## src/hw/rtl/spe_pkg.sv

```systemverilog
// Shared types and constants for the sliding patch extractor.
package spe_pkg;

    localparam int SIDE_CAP    = 8;
    localparam int SIDE_W      = 4;
    localparam int ELEM_W      = 6;
    localparam int PATCH_W     = 20;
    localparam int SLOT_MAX_W  = 5;
    localparam int COL_MAX_W   = 12;
    localparam int QUEUE_DEPTH = 4;
    localparam int QPTR_W      = 2;

    typedef enum logic [1:0] {
        REG_PATCH_SIZE   = 2'd0,
        REG_IMAGE_WIDTH  = 2'd1,
        REG_IMAGE_HEIGHT = 2'd2
    } t_reg_idx;

    typedef struct packed {
        logic [4:0]  patch_size;
        logic [10:0] image_width;
        logic [10:0] image_height;
    } t_cfg;

    typedef struct packed {
        logic [SLOT_MAX_W-1:0] top_slot;
        logic [COL_MAX_W-1:0]  left;
        logic [SIDE_W-1:0]     side;
        logic [PATCH_W-1:0]    pnum;
    } t_job;

    typedef struct packed {
        logic                  en;
        logic [SLOT_MAX_W-1:0] slot;
        logic [COL_MAX_W-1:0]  col;
        logic [7:0]            data;
    } t_store_wr;

    typedef enum logic {
        BK_IDLE,
        BK_RUN
    } t_back_state;

endpackage

```

## src/hw/rtl/spe_front.sv

```systemverilog
// Pixel intake: position tracking, line store write and patch request issue.
module spe_front #(
    parameter int MAX_PATCH = 16,
    parameter int MAX_WIDTH = 1024
) (
    input  logic              i_clk,
    input  logic              i_rst_n,
    input  spe_pkg::t_cfg     i_cfg,
    input  logic              i_valid,
    input  logic [7:0]        i_pixel,
    input  logic              i_frame_start,
    output logic              o_ready,
    input  logic              i_q_full,
    input  logic              i_pending,
    output logic              o_push,
    output spe_pkg::t_job     o_job,
    output spe_pkg::t_store_wr o_wr
);
    import spe_pkg::*;

    localparam int LIM = (MAX_PATCH < SIDE_CAP) ? MAX_PATCH : SIDE_CAP;
    localparam int CW  = $clog2(MAX_WIDTH);
    localparam int SW  = (MAX_PATCH > 1) ? $clog2(MAX_PATCH) : 1;

    logic [9:0]         r_row;
    logic [CW-1:0]      r_col;
    logic [SW-1:0]      r_slot;
    logic [PATCH_W-1:0] r_pcnt;
    logic [SW-1:0]      r_last_slot;
    logic [CW-1:0]      r_last_col;

    logic [9:0]         n_row;
    logic [CW-1:0]      n_col;
    logic [SW-1:0]      n_slot;

    logic [SIDE_W-1:0]  side_p;
    logic [SIDE_W-1:0]  pm1;
    logic [12:0]        iw_ext;
    logic [CW:0]        wid;
    logic [10:0]        hgt;
    logic [10:0]        row_a;
    logic [CW:0]        col_a;
    logic [SW-1:0]      slot_a;
    logic [9:0]         row_c;
    logic [CW-1:0]      col_c;
    logic [SW-1:0]      slot_c;
    logic [10:0]        row_nx;
    logic [CW:0]        col_nx;
    logic [5:0]         top6;
    logic               has_job;
    logic               safe;
    logic               acc;

    function automatic logic [SW-1:0] slot_inc(input logic [SW-1:0] s);
        return (s == SW'(MAX_PATCH - 1)) ? '0 : s + 1'b1;
    endfunction

    always_comb begin
        if (i_cfg.patch_size == '0) begin
            side_p = SIDE_W'(1);
        end else if (i_cfg.patch_size > 5'(LIM)) begin
            side_p = SIDE_W'(LIM);
        end else begin
            side_p = SIDE_W'(i_cfg.patch_size);
        end
        pm1 = side_p - 1'b1;

        iw_ext = 13'(i_cfg.image_width);
        if (i_cfg.image_width == '0) begin
            wid = (CW+1)'(1);
        end else if (iw_ext > 13'(MAX_WIDTH)) begin
            wid = (CW+1)'(MAX_WIDTH);
        end else begin
            wid = (CW+1)'(i_cfg.image_width);
        end

        if (i_cfg.image_height == '0) begin
            hgt = 11'd1;
        end else if (i_cfg.image_height > 11'd1024) begin
            hgt = 11'd1024;
        end else begin
            hgt = i_cfg.image_height;
        end

        row_a  = i_frame_start ? '0 : {1'b0, r_row};
        col_a  = i_frame_start ? '0 : {1'b0, r_col};
        slot_a = i_frame_start ? '0 : r_slot;
        if (col_a >= wid) begin
            col_a  = '0;
            row_a  = row_a + 1'b1;
            slot_a = slot_inc(slot_a);
        end
        if (row_a >= hgt) begin
            row_a  = '0;
            slot_a = '0;
        end
        row_c  = row_a[9:0];
        col_c  = col_a[CW-1:0];
        slot_c = slot_a;

        has_job = ({1'b0, row_c} >= 11'(pm1)) && (col_a >= (CW+1)'(pm1));
        if (6'(slot_c) >= 6'(pm1)) begin
            top6 = 6'(slot_c) - 6'(pm1);
        end else begin
            top6 = 6'(slot_c) + 6'(MAX_PATCH) - 6'(pm1);
        end

        col_nx = {1'b0, col_c} + 1'b1;
        row_nx = {1'b0, row_c} + 1'b1;
        if (col_nx >= wid) begin
            n_col = '0;
            if (row_nx >= hgt) begin
                n_row  = '0;
                n_slot = '0;
            end else begin
                n_row  = row_nx[9:0];
                n_slot = slot_inc(slot_c);
            end
        end else begin
            n_col  = col_nx[CW-1:0];
            n_row  = row_c;
            n_slot = slot_c;
        end

        safe    = (slot_c == r_last_slot) && (col_c > r_last_col);
        o_ready = !i_q_full && (!i_pending || safe);
        acc     = i_valid && o_ready;
        o_push  = acc && has_job;

        o_job.top_slot = top6[SLOT_MAX_W-1:0];
        o_job.left     = COL_MAX_W'(col_c - CW'(pm1));
        o_job.side     = side_p;
        o_job.pnum     = r_pcnt;

        o_wr.en   = acc;
        o_wr.slot = SLOT_MAX_W'(slot_c);
        o_wr.col  = COL_MAX_W'(col_c);
        o_wr.data = i_pixel;
    end

    always_ff @(posedge i_clk) begin
        if (!i_rst_n) begin
            r_row       <= '0;
            r_col       <= '0;
            r_slot      <= '0;
            r_pcnt      <= '0;
            r_last_slot <= '0;
            r_last_col  <= '0;
        end else if (acc) begin
            r_row  <= n_row;
            r_col  <= n_col;
            r_slot <= n_slot;
            if (has_job) begin
                r_pcnt      <= r_pcnt + 1'b1;
                r_last_slot <= slot_c;
                r_last_col  <= col_c;
            end
        end
    end

endmodule

```

## config.mk

```make
export PLATFORM = sky130hd
export DESIGN_NAME = spe_front
export DESIGN_NICKNAME = d
export VERILOG_FILES = /design/src/hw/rtl/spe_pkg.sv /design/src/hw/rtl/spe_front.sv
export SDC_FILE = /design/constraint.sdc
export NUM_CORES = 1
export LEC_CHECK = 0
export BUFFER_PORTS_ARGS = -buffer_cell sky130_fd_sc_hd__buf_4
export CAP_MARGIN = 20
export CORE_UTILIZATION = 50
export CTS_BUF_LIST = sky130_fd_sc_hd__clkbuf_8
export DETAILED_ROUTE_END_ITERATION = 8
export HOLD_SLACK_MARGIN = 0.05
export PLACE_DENSITY = 0.77
export SETUP_SLACK_MARGIN = 0.15
export SLEW_MARGIN = 5
export SYNTH_ARGS = -nofsm -noshare
export SYNTH_HDL_FRONTEND = slang
export SYNTH_SLANG_ARGS = --single-unit
```

## constraint.sdc

```tcl
create_clock -name i_clk -period 10.4 [get_ports i_clk]
set_clock_uncertainty 0.05 [all_clocks]
set_input_delay 1.04 -clock i_clk [delete_from_list [all_inputs] [get_ports i_clk]]
set_output_delay 1.04 -clock i_clk [all_outputs]
set_load 0.02 [all_outputs]
```

==> run summary <==
GRT Util Overall: 0.2915
Net Switching: 177.3 µW
Crit-path slowest cell: o41ai_4
core box area: 11030 µm²
Final ANT Viol Nets: 0
clk root buf: clkbuf_8
Max Cap Viol: 0
Synth Instances: 765
total number of vias: 5916
status: finished clean
die width: 109.6 µm
Synth area leader: dfxtp_1
Area after DPL: 6389 µm²
critical path class: in -> reg
WL/cell: 17.43 µm
DR DRC count: 0
Most used DFF post-synth: dfxtp_1
Worst EP arrival: 8740 ps
DR vias/cell: 6.137
Routability Congestion: 0.9648
Gate power share: 0.231
post-synthesis area per instance: 7.561 µm²
Switching Fraction: 0.3325
post-DP HPWL: 12630 µm
Ys Warns: 0
asr flop ratio synth: 0
Max Root-Sink Buffers: 2
Post-synth top cells: nand2_1 (76), ha_1 (72), a21oi_1 (70)
Total Neg Setup Slack: 0 ps
Distinct cells, synth: 73
clock share of power: 0.338
initial antenna violation count: 0
overall power: 533.2 µW
top-area cell type share of the netlist area: 0.2007
CTS sink count: 58
Port-buffer cells: 90
synthesized flop and latch total: 58
Flop pwr share: 0.430
clock-pin slew on the worst setup and hold paths: 70 ps
Post-synth EDFFs: 0
Post-CTS Setup Bufs: 0
Die ar.: 12000 µm²
CTS buffer count: 9
total gr overflow: 0
worst-path maximum fanout: 23
Fmax: 116.5 MHz
initial DRC count: 431
Crit path top cell by count: nor2_1
final period utilization: 0.8253
Fin. Hold Viols: 0
CP startpoint kind: input pin
CP Buf/Inv Count: 3
worst relative slew slack: 0.2874
diode count: 0
H-tree levels: 3
FP Rows: 38
Final Slew Violations: 0
endpoint type of the worst setup path: register
pwr/cell area: 81.42 nW/µm²
internal power: 355.9 µW
Mapped Area: 5784 µm²
post-route cell area: 6549 µm²
worst-margin pin slew: 1059 ps
CP required: 10560 ps
WL final: 16800 µm
Setup violations, final: 0
vias in the first global route: 5692
largest net degree at the start of global routing: 70
post-cts sizing count: 0
crit-path max cell delay: 740 ps
RSZ-0062 raised after global routing: false
Leak: 0.002886 µW
cells on worst reg2reg path: 29
hold crit path type: reg -> reg
die height: 109.6 µm
Syn-to-layout area delta: 13.22%
first-pass GRT wire length: 27270 µm
router iterations before antenna repair: 7
Hold Path Depth: 2
instance count on the critical path: 32
Initial Utilization: 0.5244
fraction of layout cells with a size suffix above 1: 0.1602
final net count: 935
CTS Hold Bufs: 0
CP top delay family: compound AO/OA/AOI/OAI gates
post-layout min period: 8584 ps
sequential area share after synthesis: 0.2007
top post-synthesis cells by area: dfxtp_1 (20%), ha_1 (16%), a21oi_1 (6.1%), nand2_1 (4.9%), nor2_1 (4.2%)
Max VDD drop: 0.06203 mV
clk_lat worst skew: 350 ps
TritonCTS clock tree: built
Ports: 110
most frequent cell after synthesis: nand2_1
-- path summary, 6_finish.rpt --
check / from / endpoint / slack (ps)
worst max-delay path: i_frame_start / r_row[3] / 1820
worst min register to register: r_col[1] / r_col[1] / 410
worst min-delay path: r_col[1] / r_col[1] / 410
worst max register to register: r_col[8] / r_row[3] / 2760
-- final cells by class --
type / instances / area, µm²
multi-input cells: 621 / 4207
fillers: 1055 / 4482
clock buffers: 9 / 123.9
clock inverters: 6 / 36.28
flip-flops and latches: 58 / 1161
inverters: 35 / 132.6
well taps: 140 / 175.2
repair buffers: 95 / 713.2
-- metal layers --
metal  track usage  up-vias  share of wire
met2        0.4708      251           0.46
li1              -     2871              -
met5             0        -              0
met1        0.3911     2759           0.44
met3       0.04446       35          0.080
met4        0.1086        0          0.018
-- power groups by stage --
| stage | Sequential (µW) | Clock, µW | Combinational (µW) |
|---|---|---|---|
| floorplan | 233 | 0 | 89.8 |
| global placement | 234 | 0 | 119 |
| detailed placement | 234 | 0 | 122 |
| CTS | 229 | 184 | 123 |
| global route | 229 | 193 | 136 |
| finish | 229 | 180 | 123 |
-- layout by cell type, fill, tap and decap left out, drive strengths merged, types with 4 or more instances in the layout --
master   synthesis  routed
o211ai           7       7
nand3           42      42
a311oi           5       5
xor2            16      16
ha              72      72
a31oi            5       5
nand4            9       9
or4             15      15
o2111ai          4       4
buf             29      95
conb             2       6
nor3            15      15
and3            16      16
o21ai           49      49
and4             5       5
nor4             8       8
inv             32      33
a21o             9       9
nand2b          12      12
o31ai           15      15
nor2b           14      14
nand2           76      76
nor2            67      67
and2             6       6
dfxtp           58      58
clkinv           3       5
a21oi           71      71
a211oi           8       8
clkbuf          26       9
xnor2           19      19
-- worst register-to-register path: cells and delay by family, from the launching register on --
kind | cells | cell delay (ps)
compound gates | 11 | 2770
xor+xnor | 2 | 520
fa+ha+maj | 4 | 1180
flops | 1 | 420
simple gates | 12 | 2560
-- flip-flops by register name (all words and copies together), names as in the netlist --
name,count
r_last_slot,4
r_col,10
r_last_col,10
r_row,10
r_slot,4
r_pcnt,20
-- stage by stage --
stage	hold WS, ps	std cells	utilization	setup slack [ps]
global route	436.6	964	0.5937	1121
CTS	402.6	964	0.5937	1892
global placement	393.9	949	0.5792	1915
finish	405.9	964	0.5937	1816
detailed placement	393.4	949	0.5792	1682
floorplan	377.3	769	-	2621
-- cell families (layout without fill, tap and decap cells) --
logic type	Yosys count	count (layout)	share of synthesized area
buffers and inverters	90	145	0.07787
DFF	58	58	0.2007
AOI/OAI and AO/OA	204	204	0.2315
other	2	6	0.001298
muxes	5	5	0.01125
adders and majority gates	74	74	0.1627
and+or+nand+nor	297	297	0.2617
xor gates and xnor gates	35	35	0.05300
No activity file was read; power rests on OpenSTA's default activity.
