$ cat config.mk
export PLATFORM = sky130hd
export DESIGN_NAME = spe_queue
export DESIGN_NICKNAME = d
export VERILOG_FILES = /design/src/hw/rtl/spe_pkg.sv /design/src/hw/rtl/spe_queue.sv
export SDC_FILE = /design/constraint.sdc
export NUM_CORES = 1
export LEC_CHECK = 0
export BUFFER_PORTS_ARGS = -buffer_cell sky130_fd_sc_hd__buf_2
export CORE_MARGIN = 1.5
export CORE_UTILIZATION = 59
export CTS_BUF_LIST = sky130_fd_sc_hd__clkbuf_4
export DETAILED_ROUTE_END_ITERATION = 7
export GPL_ROUTABILITY_DRIVEN = 0
export PLACE_DENSITY_LB_ADDON = 0.05
export SLEW_MARGIN = 15
export SYNTH_ARGS = -nofsm -noshare
export SYNTH_HDL_FRONTEND = slang
export SYNTH_SLANG_ARGS = --single-unit
export TNS_END_PERCENT = 10
$ cat constraint.sdc
create_clock -name i_clk -period 2.6 [get_ports i_clk]
set_input_delay 0.52 -clock i_clk [delete_from_list [all_inputs] [get_ports i_clk]]
set_output_delay 0.52 -clock i_clk [all_outputs]
set_load 0.1 [all_outputs]
$ cat src/hw/rtl/spe_pkg.sv
// Shared types and constants for the sliding patch extractor.
package spe_pkg;

    localparam int SIDE_CAP    = 8;
    localparam int SIDE_W      = 4;
    localparam int ELEM_W      = 6;
    localparam int PATCH_W     = 20;
    localparam int SLOT_MAX_W  = 5;
    localparam int COL_MAX_W   = 12;
    localparam int QUEUE_DEPTH = 4;
    localparam int QPTR_W      = 2;

    typedef enum logic [1:0] {
        REG_PATCH_SIZE   = 2'd0,
        REG_IMAGE_WIDTH  = 2'd1,
        REG_IMAGE_HEIGHT = 2'd2
    } t_reg_idx;

    typedef struct packed {
        logic [4:0]  patch_size;
        logic [10:0] image_width;
        logic [10:0] image_height;
    } t_cfg;

    typedef struct packed {
        logic [SLOT_MAX_W-1:0] top_slot;
        logic [COL_MAX_W-1:0]  left;
        logic [SIDE_W-1:0]     side;
        logic [PATCH_W-1:0]    pnum;
    } t_job;

    typedef struct packed {
        logic                  en;
        logic [SLOT_MAX_W-1:0] slot;
        logic [COL_MAX_W-1:0]  col;
        logic [7:0]            data;
    } t_store_wr;

    typedef enum logic {
        BK_IDLE,
        BK_RUN
    } t_back_state;

endpackage

$ cat src/hw/rtl/spe_queue.sv
// Short request queue between the intake and the patch readout.
module spe_queue (
    input  logic          i_clk,
    input  logic          i_rst_n,
    input  logic          i_push,
    input  spe_pkg::t_job i_job,
    input  logic          i_pop,
    output spe_pkg::t_job o_head,
    output logic          o_empty,
    output logic          o_full
);
    import spe_pkg::*;

    t_job              r_mem [QUEUE_DEPTH];
    logic [QPTR_W-1:0] r_wp;
    logic [QPTR_W-1:0] r_rp;
    logic [QPTR_W:0]   r_cnt;

    assign o_head  = r_mem[r_rp];
    assign o_empty = (r_cnt == '0);
    assign o_full  = (r_cnt == (QPTR_W+1)'(QUEUE_DEPTH));

    always_ff @(posedge i_clk) begin
        if (!i_rst_n) begin
            r_wp  <= '0;
            r_rp  <= '0;
            r_cnt <= '0;
        end else begin
            if (i_push) begin
                r_wp <= r_wp + 1'b1;
            end
            if (i_pop) begin
                r_rp <= r_rp + 1'b1;
            end
            if (i_push && !i_pop) begin
                r_cnt <= r_cnt + 1'b1;
            end else if (i_pop && !i_push) begin
                r_cnt <= r_cnt - 1'b1;
            end
        end
    end

    always_ff @(posedge i_clk) begin
        if (i_push) begin
            r_mem[r_wp] <= i_job;
        end
    end

endmodule

==> results of run 1 <==
-- layer usage --
layer  vias up  wire length (um)  GRT usage
met2        77              5120      0.319
met5         -                 0          0
met1      1460              4340      0.257
met3         7               497     0.0617
met4         0                87     0.0600
li1       1305                 -          -
-- stage by stage --
stage	instances	setup WS [ps]	hold WS, ps	setup TNS [ps]	instance area, um2
global placement	483	467	492	0	7080
global route	517	0.295	140	0	7450
detailed placement	483	441	511	0	7080
floorplan	258	-352	471	-352	6420
finish	517	128	207	0	7450
CTS	517	6.52	169	0	7420
-- cells in the final DEF, fill, tap and decap left out, drive strengths merged, types with 2 or more instances in the layout --
master,n
clkbuf,24
xnor2,2
nor2b,2
ha,5
dfxtp,9
buf,97
clkinv,7
mux4,41
inv,4
mux2i,2
xor2,3
and2,9
edfxtp,164
bufinv,4
-- report_power, final --
part	switching, mW	internal, mW	leakage (nW)
Sequential	0.0536	3.19	1.58
Clock	0.830	0.775	0.167
Combinational	1.03	0.325	0.814
-- registers in the layout, indices dropped and copies added (netlist names), named ones only --
register / count
r_mem: 164
r_cnt: 3
r_rp: 2
r_wp: 2
-- what timing repair did --
action,in CTS,in global routing
setup endpoints to repair,41,11
resized for setup,1,18
endpoints found under the hold margin,0,0
buffers inserted,3,0
-- cell type report --
| cell class | count | area [um2] | area share |
|---|---|---|---|
| multi-input combinational | 71 | 1190 | 0.159 |
| timing repair buffer | 102 | 654 | 0.0878 |
| clock buffer | 19 | 143 | 0.0191 |
| inverter | 4 | 15.0 | 0.00201 |
| tap | 136 | 170 | 0.0228 |
| sequential | 173 | 5110 | 0.686 |
| clock inverter | 12 | 171 | 0.0230 |
-- cells in the mapped netlist --
master | instances | area [um2]
nor3_1 | 1 | 5.00
nor2b_1 | 2 | 12.5
xnor2_1 | 2 | 17.5
or3_1 | 1 | 6.26
xor2_1 | 3 | 26.3
ha_1 | 5 | 62.6
buf_6 | 1 | 11.3
nand2_1 | 1 | 3.75
fa_1 | 1 | 20.0
mux4_1 | 1 | 26.3
mux4_2 | 40 | 901
and2_1 | 9 | 56.3
edfxtp_1 | 164 | 4920
dfxtp_1 | 9 | 180
buf_12 | 4 | 80.1
inv_1 | 4 | 15.0
buf_1 | 1 | 3.75
o21ai_0 | 1 | 5.00
a21boi_0 | 1 | 7.51
nor3b_1 | 1 | 7.51
buf_2 | 4 | 20.0
mux2i_1 | 2 | 20.0
-- worst max-delay path: stages (launching register included) --
cell      delay, ps
dfxtp_4         420
buf_12          190
mux4_2          520
clkbuf_4        290
-- worst max-delay path by stage --
stage	from	to	slack, ps	cells past startpoint
after floorplan	r_cnt[0]	o_empty	-350	1
final	flip-flop	o_head[30]	130	3
after global routing	flip-flop	o_head[30]	0.3	3
after CTS	flip-flop	o_head[36]	7	3
after global placement	flip-flop	o_head[36]	470	3
after detailed placement	flip-flop	o_head[36]	440	3
-- cell families after synthesis --
kind of cell             synth area share
multiplexers                        0.148
AND/OR/NAND/NOR                    0.0142
adder cells (fa/ha/maj)            0.0129
XOR/XNOR                          0.00683
AO/OA/AOI/OAI                     0.00195
flip-flops                          0.796
buffers and inverters              0.0203
==> impl_metrics.csv, run 1 <==
group,metric,value,unit
pwr,p_per_area,832,nW/um2
synth,syn_nets,309,
timing,slew_viol_final,0,
floorplanning,die_area,11500,um2
timing,tightest_slew,549,ps
cells_and_area,fin_nets,420,
synth,syn-mean-instance-area,24.9,um2
min_path,hold-path-cell-count,1,
floorplanning,rows,37,
clocking,clk_pin_slew,130,ps
setup_path,crit_path_start_kind,"flip-flop",
drt,avgRoutedWirePerCell,19.4,um
place,dp_hpwl,6.47,mm
cells_and_area,drive_gt1_frac,0.467,
place,portBuffers,87,
setup_path,required,2080,ps
drt,firstDrtPassIters,4,
floorplanning,io_pins,88,
synth,yosysSeqAreaShare,0.796,
setup_path,timing.rr.end,"r_mem[0][17]",
setup_path,cp_max_fo,17,
global_routing,grt_overflow,0,
drt,drcViolationCount,0,
floorplanning,core_area,10400,um2
min_path,hp-class,"in -> reg",
setup_path,cp-end-kind,"primary output",
cells_and_area,area_growth,16.2,%
floorplanning,floorplan.initialDensity,0.616,
timing,setup_viol,0,
timing,max-slew-margin-rel,0.634,
drt,via_count,2849,
cells_and_area,fin_util,0.716,
floorplanning,fp.dieW,107,um
drt,antenna_left,0,
clocking,tritoncts,"done",
synth,syn_area,6410,um2
floorplanning,die_y,107,um
pwr,p_leak,2.56,nW
setup_path,arrival,1950,ps
min_path,hold_start,"i_job[23]",
global_routing,grt_first_pass_wirelength,16.0,mm
clocking,clkLatencyLatePin,510,ps
drt,vias_per_cell,5.51,
setup_path,reg2reg_depth,4,
drt,wl,10.0,mm
pwr,ir_drop,466,uV
run,cap_violations,0,
global_routing,grt_pass1_vias,3051,
clocking,cts.htree.levels,4,
global_routing,grt_max_degree,26,
timing,max_freq,0.405,GHz
timing,finalClockSkew,13.9,ps
synth,ys_seq_elements,173,
clocking,cts_sinks,173,
timing,min_period,2470,ps
setup_path,reg2reg_setup_slack,940,ps
global_routing,antenna_found_initial,0,
clocking,root_buffer,"clkbuf_4",
clocking,hold_buffers,0,
run_status,status,"completed",
pwr,p_total,6.20,mW
min_path,whs_endpoint,"r_mem[1][23]",
synth,yosys_warnings,0,
synth,synthCells,258,
drt,drtIter0Drc,128,
synth,synth.distinct_cells,22,
cells_and_area,fillerInstances,637,
timing,hold_viol,0,
setup_path,r2r-start,"r_wp[0]",
cells_and_area,diodes,0,
setup_path,critical_path_class,"reg -> out",
clocking,cts_buffer_depth,2,
timing,period_share,0.951,
global_routing,track_usage,0.196,
timing,rsz0062_at_grt,"no",
clocking,numCtsBuffers,17,
Power figures use the tool's default switching activity.
==> run 2: changes to the inputs <==
--- a/config.mk
+++ b/config.mk
@@ -6,8 +6,10 @@
 export NUM_CORES = 1
 export LEC_CHECK = 0
 export BUFFER_PORTS_ARGS = -buffer_cell sky130_fd_sc_hd__buf_2
+export CELL_PAD_IN_SITES_DETAIL_PLACEMENT = 0
+export CELL_PAD_IN_SITES_GLOBAL_PLACEMENT = 2
 export CORE_MARGIN = 1.5
-export CORE_UTILIZATION = 59
+export CORE_UTILIZATION = 46
 export CTS_BUF_LIST = sky130_fd_sc_hd__clkbuf_4
 export DETAILED_ROUTE_END_ITERATION = 7
 export GPL_ROUTABILITY_DRIVEN = 0
==> run 2 against run 1 <==
Net effect: power decreased by 1.9%; critical path depth stayed put; register-to-register slack improved by 100 ps; global-route usage shrank 3.4 points; largest cell class unchanged; critical path type unchanged; highest routed layer unchanged.
==> impl_metrics.csv, run 2 (synthesized netlist as in run 1, its figures left out) <==
group,metric,value,unit
setup_path,reg2reg_setup_slack,1040,ps
drt,drtIter0Drc,214,
cells_and_area,fillerInstances,1078,
setup_path,r2r-start,"r_cnt[0]",
cells_and_area,fin_cells,555,
drt,antenna_left,0,
run_status,status,"completed",
setup_path,crit_path_start_kind,"flip-flop",
run,cap_violations,0,
cells_and_area,area_growth,18.1,%
timing,max-slew-margin-rel,0.677,
floorplanning,rows,42,
setup_path,critical_path_class,"reg -> out",
setup_path,arrival,1960,ps
clocking,cts_buffer_depth,2,
global_routing,grt_first_pass_wirelength,16.7,mm
timing,max_freq,0.403,GHz
timing,setup_viol,0,
clocking,post-cts-setup-buffer-count,0,
timing,slew_viol_final,0,
cells_and_area,fin_nets,418,
drt,firstDrtPassIters,4,
floorplanning,die_area,14700,um2
global_routing,grt_overflow,0,
floorplanning,io_pins,88,
cells_and_area,fin_area,7580,um2
setup_path,cp_slowest_cell,"mux4_2",
floorplanning,fp.dieW,121,um
setup_path,cpPeakStageDelay,540,ps
setup_path,required,2080,ps
timing,period_share,0.955,
timing,rsz0062_at_grt,"no",
drt,avgRoutedWirePerCell,19.8,um
clocking,cts_sinks,173,
min_path,hp-class,"in -> reg",
floorplanning,floorplan.initialDensity,0.479,
global_routing,track_usage,0.162,
global_routing,antenna_found_initial,1,
drt,drcViolationCount,0,
clocking,root_buffer,"clkbuf_4",
cells_and_area,drive_gt1_frac,0.455,
floorplanning,core_area,13400,um2
timing,hold_viol,0,
timing,tightest_slew,487,ps
setup_path,cp_max_fo,20,
pwr,ir_drop,423,uV
global_routing,grt_pass1_vias,3053,
cells_and_area,final_common_cell,"edfxtp_1",
pwr,p_leak,2.58,nW
drt,via_count,2869,
timing,whs,183,ps
clocking,numCtsBuffers,17,
timing,finalClockSkew,10.2,ps
setup_path,cp-end-kind,"primary output",
global_routing,grt_max_degree,25,
setup_path,cp_top_family,"multiplexers",
setup_path,reg2reg_depth,4,
setup_path,worstSetupPathDepth,3,
clocking,cts.htree.levels,4,
place,portBuffers,87,
place,dpl.cell_count,522,
cells_and_area,top_register,"r_mem",
setup_path,timing.critical_path.to,"o_head[24]",
pwr,p_per_area,803,nW/um2
timing,min_period,2480,ps
drt,vias_per_cell,5.17,
clocking,clk_pin_slew,120,ps
place,dp_hpwl,6.34,mm
cells_and_area,largestRegisters,"r_mem x164, r_cnt x3",
setup_path,path_cells,"buf_16, mux4_2, buf_6",
setup_path,cp.buffers_inverters,2,
place,post_dp_cell_area,7080,um2
floorplanning,die_y,121,um
cells_and_area,largest_register_ffs,164,
clocking,tritoncts,"done",
setup_path,timing.rr.end,"r_cnt[2]",
clocking,clkLatencyLatePin,540,ps
drt,wl,11.0,mm
cells_and_area,layout_common_cells,"164 x edfxtp_1, 46 x buf_2, 40 x mux4_2",
run 2: worst min-delay path by stage:
| stage | endpoint | from | cells past startpoint |
|---|---|---|---|
| after floorplan | r_cnt[2] | r_cnt[2] | 2 |
| after global placement | r_cnt[2] | r_cnt[2] | 2 |
| after detailed placement | r_cnt[2] | r_cnt[2] | 2 |
| after CTS | r_mem[1][0] | i_job[0] | 1 |
| after global routing | r_mem[1][0] | i_job[0] | 1 |
| final | r_mem[1][0] | i_job[0] | 1 |
run 2: cell type report:
| cell class | instances | area [um2] | area share |
|---|---|---|---|
| timing repair buffer | 100 | 796 | 0.105 |
| clock inverter | 11 | 103 | 0.0135 |
| multi-input combinational | 71 | 1190 | 0.157 |
| inverter | 4 | 15.0 | 0.00198 |
| sequential | 173 | 5110 | 0.674 |
| tap | 176 | 220 | 0.0291 |
| antenna | 1 | 2.50 | 0.000330 |
| clock buffer | 19 | 143 | 0.0188 |
run 2: through the flow:
stage | power [mW] | worst slack [ps] | setup TNS, ps | utilization
after floorplan | 4.42 | -352 | -352 | -
after global placement | 4.63 | 491 | 0 | 0.528
after detailed placement | 4.64 | 490 | 0 | 0.528
after CTS | 6.10 | -21.7 | -21.7 | 0.557
after global routing | 6.30 | 0.141 | 0 | 0.565
final | 6.08 | 117 | 0 | 0.565
run 2: report_power, final:
| group | switching (mW) | internal, mW | total, mW |
|---|---|---|---|
| clock network | 0.821 | 0.562 | 1.38 |
| logic | 1.06 | 0.402 | 1.46 |
| registers | 0.0473 | 3.19 | 3.24 |
| total | 1.93 | 4.16 | 6.08 |
run 2: per-layer routing:
metal | global-route usage | part of all wire
met1 | 0.206 | 0.44
met2 | 0.266 | 0.51
met3 | 0.0399 | 0.033
met4 | 0.0750 | 0.018
met5 | 0 | 0
run 2: what timing repair did:
action	4_1_cts	5_1_grt
resized for setup	46	21
gates cloned	1	1
endpoints found under the setup margin	41	26
hold buffers	0	0
==> run 3: changes to the inputs <==
--- a/config.mk
+++ b/config.mk
@@ -13,6 +13,7 @@
 export CTS_BUF_LIST = sky130_fd_sc_hd__clkbuf_4
 export DETAILED_ROUTE_END_ITERATION = 7
 export GPL_ROUTABILITY_DRIVEN = 0
+export GPL_TIMING_DRIVEN = 0
 export PLACE_DENSITY_LB_ADDON = 0.05
 export SLEW_MARGIN = 15
 export SYNTH_ARGS = -nofsm -noshare
==> run 3 against run 2 <==
Net effect: flip-flop and latch count did not move; power up 3.0%; cell count unchanged; via count is 0.31% lower; combinational power decreased by 3%; critical endpoint is now o_head[27]; largest cell class unchanged; final area is 0.48% lower; routed wire length fell by 4.8%; register-to-register slack lost 170 ps.
==> impl_metrics.csv, run 3 (synthesized netlist as in run 1, its figures left out) <==
group,metric,value,unit
global_routing,antenna_found_initial,1,
pwr,p_leak,2.56,nW
floorplanning,core_area,13400,um2
global_routing,grt_pass1_vias,3028,
timing,whs,180,ps
place,dpl.cell_count,522,
timing,rsz0062_at_grt,"no",
pwr,p_per_area,831,nW/um2
cells_and_area,fin_area,7540,um2
setup_path,required,2080,ps
drt,antenna_left,0,
run_status,status,"completed",
clocking,numCtsBuffers,17,
cells_and_area,top_register,"r_mem",
pwr,p_int,4.32,mW
setup_path,cp_max_fo,10,
setup_path,crit_path_start_kind,"flip-flop",
floorplanning,floorplan.initialDensity,0.479,
cells_and_area,drive_gt1_frac,0.452,
setup_path,arrival,1960,ps
cells_and_area,fillerInstances,1054,
timing,finalClockSkew,6.96,ps
floorplanning,rows,42,
cells_and_area,largestRegisters,"r_mem x164, r_cnt x3",
cells_and_area,fin_cells,555,
global_routing,grt_max_degree,42,
pwr,p_seq_frac,0.516,
timing,max_freq,0.403,GHz
floorplanning,die_area,14700,um2
setup_path,critical_path_class,"reg -> out",
timing,max-slew-margin-rel,0.549,
drt,vias_per_cell,5.15,
drt,wl,10.5,mm
setup_path,cp.buffers_inverters,3,
drt,drtIter0Drc,167,
drt,drcViolationCount,0,
drt,firstDrtPassIters,4,
global_routing,grt_first_pass_wirelength,16.1,mm
timing,worst_slack,122,ps
clocking,cts_buffer_depth,2,
timing,tightest_slew,677,ps
cells_and_area,area_growth,17.6,%
timing,setup_viol,0,
clocking,root_buffer,"clkbuf_4",
setup_path,cp_slowest_cell,"mux4_2",
global_routing,track_usage,0.155,
cells_and_area,largest_register_ffs,164,
place,portBuffers,87,
clocking,clk_pin_slew,130,ps
cells_and_area,fin_nets,416,
setup_path,cp-end-kind,"primary output",
timing,min_period,2480,ps
clocking,post-cts-setup-buffer-count,0,
place,place_ws,513,ps
global_routing,grt_overflow,0,
cells_and_area,final_common_cell,"edfxtp_1",
place,post_dp_cell_area,7100,um2
timing,hold_viol,0,
setup_path,path_cells,"buf_6, buf_12, mux4_2, buf_4",
clocking,cts_sinks,173,
drt,avgRoutedWirePerCell,18.9,um
pwr,clkPwrFrac,0.258,
timing,slew_viol_final,0,
floorplanning,fp.dieW,121,um
min_path,hp-class,"in -> reg",
floorplanning,io_pins,88,
place,dp_hpwl,6.06,mm
run,cap_violations,0,
pwr,p_total,6.27,mW
clocking,tritoncts,"done",
cells_and_area,layout_common_cells,"164 x edfxtp_1, 47 x buf_2, 40 x buf_4, 40 x mux4_2, 18 x clkbuf_4",
pwr,combinationalPowerShare,0.226,
drt,via_count,2860,
floorplanning,die_y,121,um
clocking,clkLatencyLatePin,540,ps
setup_path,cp_top_family,"buffers and inverters",
clocking,hold_buffers,0,
timing,period_share,0.953,
clocking,cts.htree.levels,4,
pwr,switching_power,1.95,mW
pwr,switching_share,0.311,
setup_path,cpPeakStageDelay,520,ps
pwr,ir_drop,350,uV
[run 3: changes by cell type in the layout (fill, tap and decap cells not counted), sizes merged]
cell,delta
clkinv,-1
bufinv,+2
buf,-1
clkbuf,-2
clkinvlp,+2
[run 3: worst register-to-register path, delay by kind of cell, from the launching register on]
| kind | cells | cell delay, ps |
|---|---|---|
| flip-flops | 1 | 370 |
| adder cells (fa/ha/maj) | 1 | 150 |
| buffers and inverters | 2 | 370 |
| AND/OR/NAND/NOR | 1 | 550 |
[run 3: power groups by stage]
| stage | sequential [mW] | clock, mW | combinational (mW) |
|---|---|---|---|
| after floorplan | 3.29 | 0 | 1.13 |
| after global placement | 3.30 | 0 | 1.35 |
| after detailed placement | 3.30 | 0 | 1.36 |
| after CTS | 3.23 | 1.66 | 1.42 |
| after global routing | 3.24 | 1.76 | 1.47 |
| final | 3.23 | 1.62 | 1.42 |
[run 3: cell type report]
| class | instances | area (um2) | area share |
|---|---|---|---|
| sequential | 173 | 5100 | 0.677 |
| multi-input combinational | 71 | 1190 | 0.158 |
| timing repair buffer | 88 | 571 | 0.0757 |
| tap | 176 | 220 | 0.0292 |
| clock inverter | 14 | 175 | 0.0232 |
| clock buffer | 18 | 135 | 0.0179 |
| buffer | 10 | 125 | 0.0166 |
| inverter | 4 | 15.0 | 0.00199 |
| antenna | 1 | 2.50 | 0.000332 |
[run 3: timing repair]
action / in CTS / in global routing
pin swaps: 0 / 0
endpoints found under the setup margin: 40 / 40
resized for setup: 40 / 12
hold endpoints to repair: 0 / 0
[run 3: per-stage QoR]
step | util | setup TNS [ps]
after floorplan | - | -352
after global placement | 0.528 | -57350
after detailed placement | 0.530 | 0
after CTS | 0.561 | -605
after global routing | 0.563 | 0
final | 0.563 | 0
[run 3: per-layer routing]
layer,global-route usage,part of all wire,vias up
li1,-,-,1296
met1,0.198,0.42,1473
met2,0.251,0.51,76
met3,0.0451,0.047,15
met4,0.0662,0.019,0
met5,0,0,-
[run 3: final timing paths]
| check | endpoint | start | depth (start not counted) | slack [ps] |
|---|---|---|---|---|
| max | o_head[27] | flip-flop | 4 | 120 |
| min | r_mem[0][6] | i_job[6] | 1 | 180 |
| max reg2reg | r_mem[2][5] | r_wp[0] | 4 | 870 |
| min reg2reg | r_cnt[2] | r_cnt[2] | 2 | 540 |
